**config.mk**
```make
export PLATFORM = sky130hd
export DESIGN_NAME = polyphonic_wavetable_voice_engine_unit
export DESIGN_NICKNAME = d
export VERILOG_FILES = /design/src/rtl/pwve_pkg.sv /design/src/rtl/pwve_mac.sv /design/src/rtl/polyphonic_wavetable_voice_engine_unit.sv
export SDC_FILE = /design/constraint.sdc
export NUM_CORES = 2
export LEC_CHECK = 0
export BUFFER_PORTS_ARGS = -buffer_cell sky130_fd_sc_hd__buf_2
export CAP_MARGIN = 40
export CORE_MARGIN = 1
export CORE_UTILIZATION = 35
export DETAILED_ROUTE_END_ITERATION = 8
export SLEW_MARGIN = 20
export SYNTH_ARGS = -nofsm -noshare
export SYNTH_HDL_FRONTEND = slang
export SYNTH_SLANG_ARGS = --single-unit
```
**constraint.sdc**
```tcl
create_clock -name clk_i -period 8.46 [get_ports clk_i]
set_input_delay 1.269 -clock clk_i [delete_from_list [all_inputs] [get_ports clk_i]]
set_output_delay 1.269 -clock clk_i [all_outputs]
set_load 0.1 [all_outputs]
```
**src/rtl/pwve_pkg.sv**
```systemverilog
`default_nettype none
package pwve_pkg;
  localparam int VoiceCount = 8;
  localparam int KeyCount = 32;
  localparam int VW = $clog2(VoiceCount);
  localparam int KW = $clog2(KeyCount);
  localparam logic [7:0] NoVoice = 8'd255;

  typedef enum logic [2:0] {
    OP_SAMPLE = 3'd0,
    OP_ENV = 3'd1,
    OP_NOTE_ON = 3'd2,
    OP_NOTE_OFF = 3'd3,
    OP_WAVE = 3'd4
  } op_e;

  typedef enum logic [2:0] {
    ST_OFF = 3'd0,
    ST_ATTACK = 3'd1,
    ST_DECAY = 3'd2,
    ST_SUSTAIN = 3'd3,
    ST_RELEASE = 3'd4
  } stage_e;

  typedef enum logic [1:0] {
    REG_ATTACK = 2'd0,
    REG_DECAY = 2'd1,
    REG_SUSTAIN = 2'd2,
    REG_RELEASE = 2'd3
  } reg_e;
endpackage
`default_nettype wire

```
**src/rtl/pwve_mac.sv**
```systemverilog
`default_nettype none
// shared multiply unit: registered sample times amplitude, floor shift by 7
module pwve_mac (
  input  wire logic       clk_i,
  input  wire logic [7:0] tbl_i,
  input  wire logic [7:0] level_i,
  input  wire logic [7:0] trem_i,
  output logic      [7:0] prod_o
);
  logic signed [5:0] s;
  logic signed [12:0] amp;
  logic signed [19:0] p;
  logic [7:0] prod_q;
  assign s = 6'(signed'(tbl_i) >>> 2);
  assign amp = signed'({5'd0, level_i}) + signed'({{1{trem_i[7]}}, trem_i, 4'd0});
  assign p = 20'(s * amp);
  always_ff @(posedge clk_i) begin
    prod_q <= p[14:7];
  end
  assign prod_o = prod_q;
endmodule
`default_nettype wire

```
**src/rtl/polyphonic_wavetable_voice_engine_unit.sv**
```systemverilog
// flow, input beat to result beat: a sample tick passes S_RD, S_MUL and S_ACC for each
// voice, an envelope tick and a note on pass S_STEP for each voice, other ops S_STEP
// once; each then ends in S_DONE, which registers the result beat
// throughput: one item at a time, next input taken the cycle after the result beat
// reset: voices off, key map none, write position zero, shapes to defaults;
// wavetable not cleared
`default_nettype none
module polyphonic_wavetable_voice_engine_unit (
  input  wire logic        clk_i,
  input  wire logic        rst_ni,
  input  wire logic        in_valid_i,
  output logic             in_stall_o,
  input  wire logic [2:0]  op_i,
  input  wire logic [4:0]  key_i,
  input  wire logic [15:0] pitch_step_i,
  input  wire logic signed [7:0] vibrato_amount_i,
  input  wire logic signed [7:0] tremolo_amount_i,
  input  wire logic signed [7:0] wave_byte_i,
  output logic             out_valid_o,
  input  wire logic        out_stall_i,
  output logic [7:0]       dac_level_o,
  output logic [2:0]       chosen_voice_o,
  output logic             voice_found_o,
  input  wire logic        cfg_we_i,
  input  wire logic [1:0]  cfg_index_i,
  input  wire logic [23:0] cfg_data_i
);
  import pwve_pkg::*;

  typedef enum logic [5:0] {
    S_IDLE = 6'b000001, S_RD = 6'b000010, S_MUL = 6'b000100,
    S_ACC = 6'b001000, S_STEP = 6'b010000, S_DONE = 6'b100000
  } fsm_e;

  fsm_e st_q;
  logic [23:0] att_q, dec_q;
  logic [15:0] sus_q, rel_q;
  stage_e stage_q [VoiceCount];
  logic [7:0] lvl_q [VoiceCount];
  logic [7:0] cnt_q [VoiceCount];
  logic [15:0] ph_q [VoiceCount];
  logic [15:0] inc_q [VoiceCount];
  logic [KW-1:0] own_q [VoiceCount];
  logic [7:0] map_q [KeyCount];
  logic [7:0] wt_q [256];
  logic [7:0] wpos_q, rd_q, sum_q, bestlvl_q;
  logic [VW:0] vi_q;
  logic [VW-1:0] v;
  logic [VW-1:0] best_q;
  logic bestok_q, bestoff_q;
  op_e op_q;
  logic [4:0] key_q;
  logic [15:0] pitch_q;
  logic [7:0] vib_q, trem_q;
  logic [7:0] prod;
  logic ov_q;
  logic [7:0] dac_q;
  logic [2:0] ch_q;
  logic fd_q;

  assign v = vi_q[VW-1:0];
  assign in_stall_o = (st_q != S_IDLE) || ov_q;

  pwve_mac u_mac (.clk_i(clk_i), .tbl_i(rd_q), .level_i(lvl_q[v]), .trem_i(trem_q),
    .prod_o(prod));

  always_ff @(posedge clk_i) begin
    rd_q <= wt_q[ph_q[v][15:8]];
    if (st_q == S_IDLE && in_valid_i && !ov_q && op_i == OP_WAVE) wt_q[wpos_q] <= wave_byte_i;
  end

  // envelope step for voice v
  logic [23:0] shp;
  logic [7:0] tg, sp, dl, cn1, lnew;
  logic signed [8:0] rest;
  always_comb begin
    case (stage_q[v])
      ST_ATTACK: shp = att_q;
      ST_DECAY: shp = dec_q;
      ST_SUSTAIN: shp = {8'd0, sus_q};
      default: shp = {8'd0, rel_q};
    endcase
    tg = shp[23:16]; sp = shp[15:8]; dl = shp[7:0];
    cn1 = cnt_q[v] + 8'd1;
    lnew = (stage_q[v] == ST_ATTACK) ? lvl_q[v] + sp : lvl_q[v] - sp;
    rest = signed'({1'b0, lvl_q[v]}) - signed'({1'b0, sp});
  end

  always_ff @(posedge clk_i or negedge rst_ni) begin
    if (!rst_ni) begin
      st_q <= S_IDLE; ov_q <= 1'b0; wpos_q <= '0; vi_q <= '0;
      att_q <= 24'h808000; dec_q <= 24'h800100; sus_q <= 16'h00ff; rel_q <= 16'h8000;
      for (int i = 0; i < VoiceCount; i++) begin
        stage_q[i] <= ST_OFF; lvl_q[i] <= '0; cnt_q[i] <= '0; ph_q[i] <= '0;
      end
      for (int k = 0; k < KeyCount; k++) map_q[k] <= NoVoice;
    end else begin
      if (cfg_we_i) begin
        case (reg_e'(cfg_index_i))
          REG_ATTACK: att_q <= cfg_data_i;
          REG_DECAY: dec_q <= cfg_data_i;
          REG_SUSTAIN: sus_q <= cfg_data_i[15:0];
          REG_RELEASE: rel_q <= cfg_data_i[15:0];
          default: ;
        endcase
      end
      if (ov_q && !out_stall_i) ov_q <= 1'b0;
      case (st_q)
        S_IDLE: begin
          if (in_valid_i && !ov_q) begin
            op_q <= op_e'(op_i); key_q <= key_i; pitch_q <= pitch_step_i;
            vib_q <= vibrato_amount_i; trem_q <= tremolo_amount_i;
            vi_q <= '0; sum_q <= '0; bestok_q <= 1'b0; bestoff_q <= 1'b0;
            if (op_i == OP_WAVE) wpos_q <= wpos_q + 8'd1;
            st_q <= (op_i == OP_SAMPLE) ? S_RD : S_STEP;
          end
        end
        S_RD: st_q <= S_MUL;
        S_MUL: st_q <= S_ACC;
        S_ACC: begin
          if (stage_q[v] != ST_OFF) begin
            sum_q <= sum_q + prod;
            ph_q[v] <= ph_q[v] + inc_q[v] + {{4{vib_q[7]}}, vib_q, 4'd0};
          end
          vi_q <= vi_q + 1'b1;
          st_q <= (vi_q == (VW+1)'(VoiceCount - 1)) ? S_DONE : S_RD;
        end
        S_STEP: begin
          vi_q <= vi_q + 1'b1;
          if (op_q == OP_ENV) begin
            if (stage_q[v] != ST_OFF) begin
              if (cn1 < dl) cnt_q[v] <= cn1;
              else begin
                cnt_q[v] <= '0;
                case (stage_q[v])
                  ST_ATTACK: begin
                    lvl_q[v] <= lnew;
                    if (lnew >= tg) stage_q[v] <= ST_DECAY;
                  end
                  ST_DECAY: begin
                    lvl_q[v] <= lnew;
                    if (lnew <= tg) stage_q[v] <= ST_SUSTAIN;
                  end
                  default: begin
                    if (rest <= 0) begin
                      if (stage_q[v] == ST_SUSTAIN) map_q[own_q[v]] <= NoVoice;
                      stage_q[v] <= ST_OFF;
                    end else lvl_q[v] <= rest[7:0];
                  end
                endcase
              end
            end
          end else if (op_q == OP_NOTE_ON) begin
            // search: first off voice wins, else lowest releasing level
            if (!bestoff_q) begin
              if (stage_q[v] == ST_OFF) begin
                best_q <= v; bestok_q <= 1'b1; bestoff_q <= 1'b1;
              end else if (stage_q[v] == ST_RELEASE && (!bestok_q || lvl_q[v] < bestlvl_q)) begin
                best_q <= v; bestok_q <= 1'b1; bestlvl_q <= lvl_q[v];
              end
            end
          end else if (op_q == OP_NOTE_OFF) begin
            if (map_q[key_q] < 8'(VoiceCount)) begin
              if (stage_q[map_q[key_q][VW-1:0]] != ST_OFF) begin
                stage_q[map_q[key_q][VW-1:0]] <= ST_RELEASE;
                cnt_q[map_q[key_q][VW-1:0]] <= '0;
              end
            end
            map_q[key_q] <= NoVoice;
          end
          if (op_q != OP_ENV && op_q != OP_NOTE_ON) st_q <= S_DONE;
          else if (vi_q == (VW+1)'(VoiceCount - 1)) st_q <= S_DONE;
        end
        S_DONE: begin
          dac_q <= (op_q == OP_SAMPLE) ? 8'd127 + sum_q : 8'd0;
          ch_q <= (op_q == OP_NOTE_ON && bestok_q) ? 3'(best_q) : 3'd0;
          fd_q <= (op_q == OP_NOTE_ON && bestok_q);
          if (op_q == OP_NOTE_ON && bestok_q) begin
            inc_q[best_q] <= pitch_q; own_q[best_q] <= key_q;
            lvl_q[best_q] <= '0; cnt_q[best_q] <= '0; stage_q[best_q] <= ST_ATTACK;
            map_q[key_q] <= 8'(best_q);
          end
          ov_q <= 1'b1;
          st_q <= S_IDLE;
        end
        default: st_q <= S_IDLE;
      endcase
    end
  end

  assign out_valid_o = ov_q;
  assign dac_level_o = dac_q;
  assign chosen_voice_o = ch_q;
  assign voice_found_o = fd_q;
endmodule
`default_nettype wire

```
Word level (Yosys, flattened, before mapping) --
Memory sizes are Yosys's and may differ from the RTL's. A register that Yosys moved wholly into a read port is not among the register bits. Index checks and enable logic that the tools add are counted.
Storage, ports and cells: register bits after elaboration 716, memory bits (writable) 2216, logic and storage cells 359, memories 3, output and inout port bits 14, input bits 79
Memories:
- wt_q | words 256, width 8, read ports 1, clocked after memory_dff 1, wr ports 1, RTL line polyphonic_wavetable_voice_engine_unit.sv:45 | logic [7:0] wt_q [256];
- inc_q | words 8, width 16, read ports 1, clocked after memory_dff 0, wr ports 1, RTL line polyphonic_wavetable_voice_engine_unit.sv:42 | logic [15:0] inc_q [VoiceCount];
- own_q | words 8, width 5, read ports 1, clocked after memory_dff 0, wr ports 1, RTL line polyphonic_wavetable_voice_engine_unit.sv:43 | logic [KW-1:0] own_q [VoiceCount];
Cells by class: order comparisons 16, bitwise gates (word level) 31, $add $sub $neg 11, reduce and logical (&&, ||, !) cells 52, multipliers 1, mux-type cells 114, equality and inequality tests 45
Operators with widths (number):
- 256-bit two-way mux | 9
- 64-bit two-way mux | 14
- 256-bit bitwise OR | 2
- 256-bit one-hot mux with 2 select lines | 1
- 24-bit two-way mux | 11
- 64-bit AND | 4
- 256-bit bitwise mux | 1
- 64-bit one-hot mux with 2 select lines | 2
- 64-bit bitwise mux | 3
- 64-bit NOT | 3
- 128-bit bitwise mux | 1
- 8-bit two-way mux | 14
- 24-bit one-hot mux with 2 select lines | 2
- 8-bit demux with 5-bit select | 2
- 8-bit demux with 3-bit select | 3
- 24-bit one-hot mux with 3 select lines | 1
- 16-bit AND | 3
- 16-bit binary-select mux with 3-bit select | 1
- 8-bit binary-select mux with 3-bit select | 2
- 16-bit demux with 3-bit select | 1
- 16-bit two-way mux | 3
- 16-bit NOT | 3
- 8-bit binary-select mux with 5-bit select | 1
- 3-bit inequality test (second input constant) | 12
- other kinds (73) | 171

Longest topological paths before layout --
depth in word-level cells 17, gate-level depth with buffers 30, gate-level depth less buffers 26

By module --
From an unflattened synthesis, not the netlist that was laid out.
Second synthesis, totals: cell total of the unflattened synthesis 9990, area, all modules 125187.6 µm²
Modules (own cells, without submodules):
- polyphonic_wavetable_voice_engine_unit | seq. area each 85124.1 µm², area an instance 122867.8 µm², times used 1, cells an instance 9751
- pwve_mac | seq. area each 160.2 µm², area an instance 2319.7 µm², times used 1, cells an instance 239

Worst setup path after synthesis --
OpenSTA, ideal clock, no wires.
path type reg2reg, start register vi_q[1], end register u_mac.prod_q[7] (netlist: u_mac.prod_o[7]), path slack 1.526 ns, period minus slack after synthesis 6.934 ns, setup time 0.072 ns, buffers on the path 6, data required time 8.388 ns, stages on the path, launching flop included 28, data arrival time 6.862 ns, cells stage by stage dfrtp_1 buf_4 buf_6 buf_2 buf_2 nor3_1 clkbuf_1 buf_1 a22oi_1 nand4_1 ha_1 fa_1 and2_1 fa_1 inv_1 fa_1 fa_1 inv_1 fa_1 ha_1 nand4_1 nor3_1 a41o_1 a31oi_1 o21ai_0 nor4_1 nor3_1 xnor2_1
On the way: word-level cells in the longest chain between the ends 6
RTL lines:
- start, declared | RTL line polyphonic_wavetable_voice_engine_unit.sv:47 | logic [VW:0] vi_q;
- start signal, assigned | RTL line polyphonic_wavetable_voice_engine_unit.sv:125 | vi_q <= vi_q + 1'b1;
- start signal, assigned | RTL line polyphonic_wavetable_voice_engine_unit.sv:129 | vi_q <= vi_q + 1'b1;
- 3-bit NOT with 4-bit output (not written as such) | RTL line polyphonic_wavetable_voice_engine_unit.sv:64 | pwve_mac u_mac (.clk_i(clk_i), .tbl_i(rd_q), .level_i(lvl_q[v]), .trem_i(trem_q),
- 8-bit binary-select mux with 3-bit select | RTL line polyphonic_wavetable_voice_engine_unit.sv:64
- 8-bit two-way mux (not written as such) (2 in a row) | RTL line polyphonic_wavetable_voice_engine_unit.sv:64
- net u_mac.level_i[4] | RTL line pwve_mac.sv:6 | input wire logic [7:0] level_i,
- 9-bit by 12-bit adder with 13-bit output | RTL line pwve_mac.sv:15 | assign amp = signed'({5'd0, level_i}) + signed'({{1{trem_i[7]}}, trem_i, 4'd0});
- 6-bit by 13-bit multiplier with 15-bit output | RTL line pwve_mac.sv:16 | assign p = 20'(s * amp);
- net u_mac.p[14] | RTL line pwve_mac.sv:12 | logic signed [19:0] p;
- end signal, assigned | RTL line pwve_mac.sv:18 | prod_q <= p[14:7];
- end, declared | RTL line pwve_mac.sv:13 | logic [7:0] prod_q;
The timed path passes the listed nets, and every way through them passes these cells. The select of a mux whose other input is x is not followed. A chain may end at the register's enable or synchronous reset.

Final worst setup path --
start register vi_q[1], end register stage_q[2] (netlist bit)
On the way: word-level cells in the longest chain between the ends 13, elaborated cells between the ends (all ways) 49, those cells by class 4 x add/sub; 6 x order compare; 8 x eq/ne; 21 x mux; 7 x bitwise; 3 x reduce/logical
RTL lines:
- 3-bit NOT with 4-bit output (not written as such) (*)
- parallel branches: the longest is 12 deep, another holds 8-bit subtractor
- end signal, assigned by index | RTL line polyphonic_wavetable_voice_engine_unit.sv:138 | if (lnew >= tg) stage_q[v] <= ST_DECAY;
- end signal, assigned by index | RTL line polyphonic_wavetable_voice_engine_unit.sv:142 | if (lnew <= tg) stage_q[v] <= ST_SUSTAIN;
- end signal, assigned by index | RTL line polyphonic_wavetable_voice_engine_unit.sv:147 | stage_q[v] <= ST_OFF;
- end, declared | RTL line polyphonic_wavetable_voice_engine_unit.sv:38 | stage_e stage_q [VoiceCount];
Mark *: on every way between the ends. The select of a mux whose other input is x is not followed.

==> key figures <==
Floorplan
  • Ports: 93
  • Row cnt: 201
  • Core area: 300000 µm²
  • Die area: 304000 µm²
  • Die width: 551 µm
  • Initial Utilization: 35.2%
  • Die span in y: 551 µm

Place
  • PortBufs: 90
  • GP Congestion: 0.904
  • Detail Placement HPWL: 192000 µm

Synth
  • Synth warnings: 0
  • Synth Instances: 8004
  • Syn Nets: 8236
  • Main synth FF type: edfxtp_1
  • Count leader, synth: edfxtp_1
  • Netlist cell types: 104
  • Synth top area share: 50.5%
  • Synth Area per Inst: 13.2 µm²
  • Commonest cells post-synth: 1777 x edfxtp_1, 1156 x nand2_1, 470 x nor2_1
  • Sequential area share after synthesis: 66.1%
  • Post-synth EDFFs: 1777
  • Synth top area cells: edfxtp_1 51%, dfrtp_1 8.6%, dfstp_2 6.7%
  • Number of synthesized register bits: 2426
  • Ys async rst share: 26.2%
  • Post-synthesis cell area: 106000 µm²
  • Synth area leader: edfxtp_1

Setup path
  • Critical path startpoint category: flip-flop
  • CP startpoint: vi_q[1]
  • Critical path's slowest cell: mux4_1
  • Reg2Reg Launch Point: vi_q[1]
  • Family with the most delay on the worst path: compound AO/OA/AOI/OAI gates
  • CP max FO: 22
  • Worst Setup EP: stage_q[2]
  • Buffer and inverter count on the worst path: 1
  • Crit path cell chain: mux4_1 -> mux2i_2 -> a31oi_1 -> o21ai_0 -> ha_1 -> a21o_1 -> ha_1 -> a21o_1 -> a21oi_1 -> o211a_1 -> or3_1 -> a211o_1 -> nand2_1 -> xor2_1 -> ha_1 -> nand4_1 -> a21oi_1 -> a211oi_1 -> mux2i_1 -> nor2_1 -> o311a_1 -> buf_4 -> o41ai_1 -> a22o_1
  • Reg-to-reg slack, setup: 0.63 ns
  • Levels on crit path: 24
  • Crit path DAT: 8.64 ns
  • CP required: 9.27 ns
  • Max incr delay on CP: 0.67 ns
  • Worst R2R Path Depth: 24
  • Path type of the worst setup path: flip-flop to flip-flop
  • Crit end category: flip-flop
  • Most used cell, CP: ha_1
  • Worst R2R End: stage_q[2]

Clock tree
  • Hold-fix buffers, CTS: 0
  • Clock Path Buffers: 4
  • Root Driver: clkbuf_16
  • CTS tree: done
  • Clock latency on the worst-skew pair: 0.91 ns
  • H-tree depth: 5
  • CTS resizes: 0
  • Inserted Clock Buffers: 265
  • Postcts setup bufs: 0
  • Clk sinks: 2426
  • Clock-pin transition on the worst setup and hold timing paths: 0.06 ns

Detailed routing
  • Antenna viol nets, final: 0
  • # DRC: 0
  • 1st-pass router iterations: 8
  • WL/cell: 25.2 µm
  • Wirelength, routed: 308000 µm
  • Initial DRC count: 8180
  • Vias: 70287
  • Routed vias/inst: 5.75

GRT
  • Global-route wire length before repair: 457000 µm
  • Initial antenna violation count: 12
  • GRT Util Overall: 19.8%
  • Vias in the first global route: 69390
  • Pin count of the biggest net entering global routing: 163
  • Remaining Overflow, GRT: 0

STA
  • Final period util: 92.6%
  • Final Hold Violating Endpoints: 0
  • Setup TNS: 0 ns
  • Slew Viols, Final: 0
  • Fmax: 128 MHz
  • Fin crit period: 7.83 ns
  • Final Setup Violations: 0
  • Worst slew pin tran: 1.07 ns
  • Hold Slack: 0.286 ns
  • Worst slew margin: 27.7%
  • Clock Skews: 0.102 ns
  • Unrepaired setup endpoints after global routing: false

Flow run
  • Max-cap violations: 0

Status
  • Status: completed

Power and ir drop
  • Leak: 41.0 nW
  • PnR Total Power: 31.3 mW
  • PwrDens: 261 nW/µm²
  • Max VDD drop: 0.248 mV

Finish
  • Area grow syn2layout: 13.6%
  • Layout cells sized above 1: 17.1%
  • Post-layout nets: 8282
  • Layout fillers: 27454

Hold path
  • Worst min-delay path class: input port to async pin
## cell usage in the layout, fill, tap and decap left out, types with 40 or more instances in the layout
| master | Yosys | routed |
|---|---|---|
| nand2_1 | 1156 | 1150 |
| dfrtp_1 | 365 | 362 |
| a2bb2oi_1 | 53 | 52 |
| clkbuf_1 | 311 | 47 |
| a32o_1 | 58 | 58 |
| o21ai_0 | 222 | 222 |
| and4_1 | 40 | 40 |
| o2111ai_1 | 81 | 81 |
| ha_1 | 96 | 96 |
| o31a_1 | 44 | 44 |
| o22a_1 | 50 | 50 |
| nor3_1 | 117 | 107 |
| a22oi_1 | 155 | 154 |
| a22o_1 | 97 | 97 |
| fa_1 | 57 | 57 |
| a32oi_1 | 61 | 61 |
| nor4_1 | 45 | 44 |
| dfstp_2 | 270 | 270 |
| mux2_2 | 269 | 269 |
| a21oi_1 | 187 | 184 |
| mux4_2 | 45 | 45 |
| clkinv_2 | 1 | 46 |
| o21a_1 | 179 | 178 |
| inv_1 | 97 | 95 |
| nand3_1 | 285 | 285 |
| clkbuf_16 | 0 | 272 |
| a211oi_1 | 95 | 94 |
| edfxtp_1 | 1777 | 1777 |
| buf_2 | 150 | 90 |
| nand4_1 | 101 | 101 |
| a311oi_1 | 43 | 43 |
| a31oi_1 | 95 | 95 |
| xnor2_1 | 46 | 46 |
| nor2_1 | 470 | 460 |
| and3_1 | 46 | 45 |
| buf_4 | 13 | 165 |
| o211ai_1 | 40 | 40 |
| mux2i_1 | 185 | 184 |
## metal layers
layer / vias up / global-route usage (%) / wire length, µm
li1: 30628 / - / -
met1: 35795 / 27.0 / 128000
met2: 3232 / 31.7 / 143000
met3: 632 / 3.91 / 26700
met4: 0 / 6.64 / 10600
met5: - / 0 / 0
## flip-flops by register name (all words and copies together) (netlist names), 24 cells and up
signal / count
map_q: 256
cnt_q: 64
wt_q: 1536
ph_q: 128
dec_q: 24
stage_q: 24
own_q: 40
inc_q: 128
lvl_q: 64
att_q: 24
## layout make-up
type                            count  area [µm²]  area share, %
Timing Repair Buffer              311        2700           2.25
Tap cell                         3958        4950           4.13
Clock inverter                    132        1280           1.06
Clock buffer                      346        7340           6.12
Multi-Input combinational cell   4943       33400           27.8
Sequential cell                  2426       69900           58.2
Antenna cell                        7        17.5         0.0146
Inverter                          103         414          0.345
## logic make-up after synthesis
| family | share of synthesized area [%] |
|---|---|
| compound gates | 12.1 |
| fa+ha+maj | 2.22 |
| flops | 66.1 |
| xor+xnor | 0.621 |
| simple gates | 10.8 |
| buf+inv | 2.52 |
| mux | 5.63 |
## worst min path at each step
stage                     end  cells after the start
floorplan            ph_q[45]                      2
global placement     ph_q[93]                      2
detailed placement   ph_q[29]                      2
CTS                  att_q[0]                      1
global route        sus_q[14]                      1
finish               sus_q[9]                      1
## per-stage QoR
step | worst slack [ns] | utilization (%) | std cells | area (µm²)
after global routing | 0.382 | 40.0 | 12219 | 120000
after global placement | 0.825 | 36.8 | 11682 | 111000
final | 0.627 | 40.0 | 12226 | 120000
after detailed placement | 0.844 | 37.0 | 11727 | 111000
after CTS | 0.752 | 39.9 | 12205 | 120000
after floorplan | 1.53 | - | 8004 | 106000
## power breakdown
group | switching (mW) | internal, mW | total, mW
Combinational | 4.08 | 2.14 | 6.21
Sequential | 0.311 | 13.3 | 13.6
Clock | 4.85 | 6.68 | 11.5
No activity file was read; power rests on OpenSTA's default activity.
